--- src/rtl/siu_div_cell.sv ---
// one radix-2 restoring divide step on two lanes (x and y) sharing a denominator
module siu_div_cell #(
  parameter int NW = 56,
  parameter int QW = 32
) (
  input  logic          clk,
  input  logic          en,
  input  logic [NW-1:0] num_x_i,
  input  logic [NW-1:0] num_y_i,
  input  logic [NW-1:0] rem_x_i,
  input  logic [NW-1:0] rem_y_i,
  input  logic [QW-1:0] q_x_i,
  input  logic [QW-1:0] q_y_i,
  input  logic [NW-1:0] den_i,
  output logic [NW-1:0] num_x_o,
  output logic [NW-1:0] num_y_o,
  output logic [NW-1:0] rem_x_o,
  output logic [NW-1:0] rem_y_o,
  output logic [QW-1:0] q_x_o,
  output logic [QW-1:0] q_y_o,
  output logic [NW-1:0] den_o
);

  logic [NW:0] tx, ty;
  logic        gx, gy;

  always_comb begin
    tx = {rem_x_i, num_x_i[NW-1]};
    ty = {rem_y_i, num_y_i[NW-1]};
    gx = tx >= {1'b0, den_i};
    gy = ty >= {1'b0, den_i};
  end

  always_ff @(posedge clk) begin
    if (en) begin
      num_x_o <= {num_x_i[NW-2:0], 1'b0};
      num_y_o <= {num_y_i[NW-2:0], 1'b0};
      rem_x_o <= gx ? NW'(tx - {1'b0, den_i}) : tx[NW-1:0];
      rem_y_o <= gy ? NW'(ty - {1'b0, den_i}) : ty[NW-1:0];
      q_x_o   <= {q_x_i[QW-2:0], gx};
      q_y_o   <= {q_y_i[QW-2:0], gy};
      den_o   <= den_i;
    end
  end

endmodule

--- config.mk ---
export PLATFORM = sky130hd
export DESIGN_NAME = siu_div_cell
export DESIGN_NICKNAME = d
export VERILOG_FILES = /design/src/rtl/siu_div_cell.sv
export SDC_FILE = /design/constraint.sdc
export NUM_CORES = 1
export LEC_CHECK = 0
export BUFFER_PORTS_ARGS = -buffer_cell sky130_fd_sc_hd__buf_4
export CAP_MARGIN = 20
export CORE_AREA = 2 2 267 269
export DETAILED_ROUTE_END_ITERATION = 16
export DIE_AREA = 0 0 269 271
export PLACE_DENSITY_LB_ADDON = 0.1
export SYNTH_ARGS = -nofsm -noshare
export SYNTH_HDL_FRONTEND = slang
export SYNTH_SLANG_ARGS = --single-unit
--- constraint.sdc ---
create_clock -name clk -period 4.3 [get_ports clk]
set_input_delay 0.43 -clock clk [delete_from_list [all_inputs] [get_ports clk]]
set_output_delay 0.43 -clock clk [all_outputs]
set_load 0.01 [all_outputs]
[Word level (Yosys, flattened, before mapping)]
Index checks and enable logic that the tools add are counted.
Word-level totals
  input bits: 346
  bits in registers: 342
  word-level logic and storage cells: 13
  output and inout bits: 344
Cells by class
  multiplexer cells: 2
  $add $sub $neg: 2
  magnitude comparators: 2
Operator list (number)
  >= comparator 57 x 56 -> 1 bit: 2
  2-to-1 mux 56 bit: 2
  subtractor 56 bit: 2

[Longest topological paths before layout]
Gate-level depths: netlist of run 1.
  depth after elaboration: 2
  gate-level depth with buffers: 16
  gate-level depth less buffers: 14

[Worst setup path before layout of run 1]
Ideal clock, no wire load.
  path type: in2reg
  start point: in num_y_i[55]
  end point: reg rem_y_o[50], data pin
  arrival time: 3401 ps
  data required time: 4040 ps
  stages on the path: 14
  slack: 640 ps
  library setup time: 260 ps
  path through: inv_1 ha_1 fa_1 nand2b_1 a21oi_1 o22a_1 a221o_1 a41oi_1 o31a_1 o41ai_2 o2111ai_2 mux2i_1 xnor2_1 mux2_2
Between the ends
  word-level cells in the longest chain between the ends: 2
  elaborated cells between the ends (all ways): 3
  those cells by class: add/sub: 1; order compare: 1; mux: 1
RTL lines
  start, declared: RTL line 9  | input logic [NW-1:0] num_y_i,
  subtractor 56 bit / >= comparator 57 x 56 -> 1 bit (equally long branches): RTL line 39, 31
  2-to-1 mux 56 bit (*): RTL line 39  | rem_y_o <= gy ? NW'(ty - {1'b0, den_i}) : ty[NW-1:0];
  end signal, assigned: RTL line 39
  end, declared: RTL line 18  | output logic [NW-1:0] rem_y_o,
Mark *: on every way between the ends. The rest lies on a longest branch, timed or not.
A chain may end at the register's enable or synchronous reset.

[Worst setup path after layout of run 1]
  start point: in den_i[18]
  end point: reg rem_y_o[55], data pin
Between the ends
  word-level cells in the longest chain between the ends: 2
  elaborated cells between the ends (all ways): 3
  those cells by class: add/sub: 1; order compare: 1; mux: 1
RTL lines
  start, declared: RTL line 14  | input logic [NW-1:0] den_i,
  subtractor 56 bit / >= comparator 57 x 56 -> 1 bit (equally long branches): RTL line 39, 31
  2-to-1 mux 56 bit (*): RTL line 39
Marks and branches as above.

==> metrics.cfg, run 1 <==
[worst_setup_path]
slowest_stage=dlygate4sd3_1
critPathLaunchType=primary input
crit_type=in -> reg
path_cells=dlygate4sd3_1 -> buf_4 -> inv_1 -> ha_1 -> a21oi_1 -> o21ai_1 -> o21bai_1 -> a2111oi_0 -> buf_4 -> a211oi_1 -> buf_4 -> o2bb2ai_1 -> nor2b_1 -> a21oi_1 -> o21ai_1 -> xnor2_1 -> o21ai_0
cp-end-kind=flop
crit_path_frequent_cell=buf_4
slowest_delay_ps=550
arrival_ps=4320
cp_max_fo=7
crit_required_ps=4610

[status]
status=completed

[drt]
drt_first_pass_iters=5
antenna_left=0
wl_per_cell_microns=21.7
drc=0
vias=16000
wl_microns=75800
viasPerCell=4.59
drt_iter0_drc=949

[sta]
finalCritPeriodShare_pct=93.2
hold_viol=0
slew_violations=0
max_freq_mhz=249
finalSetupViolCount=0
grt_setup_unrepaired=false
relSlewSlack_pct=44.6
fin_crit_ps=4010
fin_tns_setup_ps=0
max_slew.worst_pin.slew_ps=831

[final_layout]
drive_gt1_share_pct=34.2
stdcell_area_sq_um=28200
synthToLayoutAreaGrowth_pct=56.0
final_cell_mix=751 x buf_4, 342 x edfxtp_1, 177 x dlygate4sd3_1
final_common_cell=buf_4
nets=2964
n_fill_cell=6857

[synth]
yosysSeqAreaShare_pct=56.8
yosys.area.top_type_share_pct=56.8
avgSynthCellArea_sq_um=11.5
yosys_warnings=0
synthDistinctLibCells=71
yosysTopAreaCell=edfxtp_1
ys_ff_latch=342
synth_flop_cell=edfxtp_1
synth-edff-count=342
async_flop_share_pct=0
synthTopCellsByArea=edfxtp_1 57%, ha_1 7.8%, a21oi_1 4.7%
syn-instance-count=1575
syn_area_sq_um=18100

[floorplanning]
io-pin-count=690
die_h_microns=271
rows=97
core-area_sq_um=69800
die_w_microns=269
die_area_sq_um=72900
initial_core_util_pct=25.9

[power_and_ir_drop]
leakage_nw=12.2
ir_drop_mv=0.280
p_seq_share_pct=39.1
p_sw_mw=3.08
pwr-share-comb_pct=25.4
p_clk_share_pct=35.5
fin_total_pwr_mw=10.8
p_per_area_nw_per_um2=384
swShare_pct=28.5
intPower_mw=7.73

[worst_hold_path]
holdCritPathClass=in -> reg

[global_routing]
grt_pass1_vias=16500
grtUsageTotal_pct=19.9
antenna_found_initial=17
grt_overflow=0
grt_pass1_wl_microns=107000
grt_max_degree=88

[clocking]
numCtsBuffers=44
cts-root-buf=clkbuf_16
cts-htree-levels=2
cts_max_path_buffers=3
cts_sinks=342
cts_tree=yes
path_clk_slew_ps=60

[place]
portBuffers=685
dp_hpwl_microns=61500
place.gp.congestion=0.866
dpl_cell_area_sq_um=24900

[job]
max_cap_viol_count=0

## stage by stage
step	hold slack (ps)	worst slack (ps)	util, %	instances
6_report	38.2	291	40.4	3488
5_1_grt	1.72	82.0	40.4	3485
4_1_cts	0.0636	221	40.3	3480
3_5_place_dp	609	-138	35.7	3221
3_3_place_gp	609	-151	35.7	3221
2_1_floorplan	529	640	-	1576
## worst max-delay path, delay by kind of cell
| family | cells | cell delay, ps |
|---|---|---|
| buf+inv | 5 | 1190 |
| fa+ha+maj | 1 | 330 |
| simple gates | 1 | 220 |
| compound gates | 9 | 1940 |
| xor+xnor | 1 | 190 |
## routing by layer
layer	part of all wire [%]	global-route usage, %	up-vias	wire, microns
met5	0.16	0	-	120
met4	2.8	6.36	20	2140
met3	7.6	5.62	103	5800
met2	52	37.0	543	39800
met1	37	21.6	7611	28000
li1	-	-	7737	-
## cell families (layout without fill, tap and decap cells)
logic type	after synthesis	after routing	share of synthesized area, %
AOI/OAI and AO/OA	466	466	15.9
and+or+nand+nor	383	383	9.84
DFF	342	342	56.8
buffers and inverters	145	1109	3.14
adders and majority gates	114	114	7.98
xor gates and xnor gates	104	104	5.04
muxes	20	20	1.23
other	1	10	0.0208
## path summary, 6_finish.rpt
check	from	to	slack (ps)	cells past startpoint
worst max-delay path	den_i[18]	rem_y_o[55]	290	17
worst min-delay path	den_i[26]	den_o[26]	40	1
## final cells by class
type,instances,area (sq um),area share (%)
sequential,342,10300,36.4
inverter,88,330,1.17
multi-input combinational,1089,7260,25.8
antenna,8,20.0,0.0710
timing repair buffer,939,7620,27.1
clock inverter,31,350,1.24
tap,940,1180,4.17
clock buffer,51,1150,4.08
## synthesized netlist by cell type (all sizes together) (6+ instances only)
| cell type | number |
|---|---|
| nor2b | 15 |
| nand3 | 16 |
| buf | 15 |
| xnor2 | 63 |
| o31ai | 6 |
| a211oi | 11 |
| a21o | 69 |
| o21ai | 117 |
| nor3 | 18 |
| clkbuf | 42 |
| mux2 | 17 |
| xor2 | 41 |
| nand4 | 29 |
| nor2 | 91 |
| nand2b | 11 |
| and3 | 16 |
| inv | 88 |
| o21a | 15 |
| a21oi | 170 |
| o211ai | 6 |
| edfxtp | 342 |
| nor4 | 9 |
| o21bai | 19 |
| a31oi | 8 |
| nand2 | 155 |
| ha | 112 |
| a21boi | 6 |
## what timing repair did
action / in CTS / in global routing
hold buffers: 177 / 0
endpoints found under the setup margin: 0 / 5
setup buffers: 0 / 0
gates resized for setup: 0 / 1
endpoints found under the hold margin: 177 / 0
## state kept, by name, indices dropped and copies added, names as in the netlist
register,count
den_o,56
rem_x_o,56
rem_y_o,56
num_x_o,55
num_y_o,55
q_x_o,32
q_y_o,32
## power by group through the flow
| stage | Combinational, mW | Clock [mW] | Sequential [mW] |
|---|---|---|---|
| floorplan | 1.02 | 0 | 4.46 |
| global placement | 2.63 | 0 | 4.29 |
| detailed placement | 2.63 | 0 | 4.29 |
| CTS | 2.79 | 3.97 | 4.23 |
| global route | 2.98 | 4.10 | 4.26 |
| finish | 2.75 | 3.84 | 4.22 |
(Power assumes the default switching activity.)
==> run 2, diff against run 1 <==
- CAP_MARGIN: 20 -> 10
- PLACE_DENSITY: unset -> 0.53
- PLACE_DENSITY_LB_ADDON: 0.1 -> unset
==> metrics.cfg, run 2 (synthesis gave the netlist of run 1 again) <==
[status]
status=completed

[clocking]
cts-root-buf=clkbuf_16
cts-htree-levels=2
path_clk_slew_ps=60
cts-resized-gates=0
numCtsBuffers=41
cts_max_path_buffers=3
cts_tree=yes
cts_sinks=342

[final_layout]
stdcell_count=3291
synthToLayoutAreaGrowth_pct=44.5
largest_registers=den_o x56, rem_x_o x56, rem_y_o x56
final_common_cell=buf_4
final_cell_mix=742 x buf_4, 342 x edfxtp_1, 167 x a21oi_1
utilization_pct=37.4
drive_gt1_share_pct=35.9
stdcell_area_sq_um=26100
nets=2775

[drt]
wl_microns=73900
wl_per_cell_microns=22.5
drc=0
drt_first_pass_iters=5
viasPerCell=4.66
vias=15300
antenna_left=0
drt_iter0_drc=1135

[worst_setup_path]
crit_path_frequent_cell=buf_4
crit_required_ps=4600
crit_family=compound AO/OA/AOI/OAI gates
cp-end-kind=flop
arrival_ps=4010
slowest_stage=a221o_1
cp_max_fo=3
slowest_delay_ps=470
path_cells=buf_4 -> inv_1 -> ha_1 -> a21o_1 -> or3_1 -> o22a_1 -> a221o_1 -> a41oi_1 -> o31a_1 -> o41ai_2 -> buf_4 -> o2111ai_2 -> mux2i_1 -> xnor2_1 -> mux2_2
cp_num_buf_inv=3
crit_type=in -> reg
critPathLaunchType=primary input

[floorplanning]
die_w_microns=269
io-pin-count=690
core-area_sq_um=69800
rows=97
die_h_microns=271
die_area_sq_um=72900
initial_core_util_pct=25.9

[global_routing]
grt_use_met1_pct=20.7
top_usage_layer=met2
grt_pass1_wl_microns=104000
grtUsageMet3_pct=4.38
gr-usage-met2_pct=37.2
grtUsageTotal_pct=19.4
antenna_found_initial=7
grt_max_degree=95
grt_pass1_vias=15600
grt_overflow=0

[sta]
max_freq_mhz=270
hold_viol=0
finalCritPeriodShare_pct=86.3
setup_slack_ps=591
slew_violations=0
grt_setup_unrepaired=false
fin_crit_ps=3710
finalSetupViolCount=0
max_slew.worst_pin.slew_ps=1050
relSlewSlack_pct=28.5
holdWs_ps=43.6
fin_tns_setup_ps=0

[power_and_ir_drop]
ir_drop_mv=0.231
p_clk_share_pct=33.2
pwr-share-comb_pct=25.4
leakage_nw=11.3
swShare_pct=29.0
p_per_area_nw_per_um2=391
p_sw_mw=2.96
p_seq_share_pct=41.4
fin_total_pwr_mw=10.2
intPower_mw=7.24

[place]
place_inst=3211
place.gp.congestion=0.923
dp_hpwl_microns=61000
portBuffers=685
dpl_cell_area_sq_um=24800
dp_slack_ps=28.4

[worst_hold_path]
holdCritPathClass=in -> reg
worstHoldStart=num_x_i[51]
min_path_cells=1
hold_path_end=num_x_o[52]

[job]
max_cap_viol_count=0

[run 2: cell count changes in the layout (fill, tap and decap cells not counted), moves of 2 or more]
cell and change:
clkinv_4 -2, inv_6 -2, clkbuf_1 +6, clkinv_2 -3, buf_4 -9, clkbuf_16 -3
diode_2 -5, dlygate4sd3_1 -176, bufinv_16 -4
[run 2: area by class of cell]
type,count,area [sq um]
fillers,6943,43700
clock inverters,22,191
well taps,940,1180
clock buffers,54,1100
inverters,88,330
multi-input cells,1089,7260
flip-flops and latches,342,10300
diodes,3,7.51
repair buffers,753,5780
[run 2: worst max-delay path by stage]
stage                start           to  slack (ps)  depth (start not counted)
3_3_place_gp   num_y_i[55]  rem_y_o[50]         -20                         16
3_5_place_dp   num_y_i[55]  rem_y_o[50]          30                         16
4_1_cts        num_y_i[55]  rem_y_o[50]         630                         16
5_1_grt           den_i[1]  rem_x_o[33]         450                         16
6_report          den_i[5]  rem_y_o[50]         590                         15
2_1_floorplan  num_y_i[55]  rem_y_o[50]         640                         14
[run 2: metal layers]
| metal | part of all wire [%] | wire length (microns) |
|---|---|---|
| met5 | 0 | 0 |
| met2 | 54 | 40000 |
| met4 | 2.5 | 1860 |
| met3 | 7.2 | 5330 |
| met1 | 36 | 26700 |
[run 2: repair_timing]
action,CTS,global route
endpoints found under the hold margin,1,0
setup buffers,0,0
hold buffers,1,0
[run 2: power by group through the flow]
stage               registers [mW]  clock network [mW]  logic, mW
detailed placement            4.29                   0       2.61
floorplan                     4.46                   0       1.02
global placement              4.29                   0       2.61
global route                  4.25                3.63       2.82
finish                        4.22                3.39       2.60
CTS                           4.23                3.52       2.63
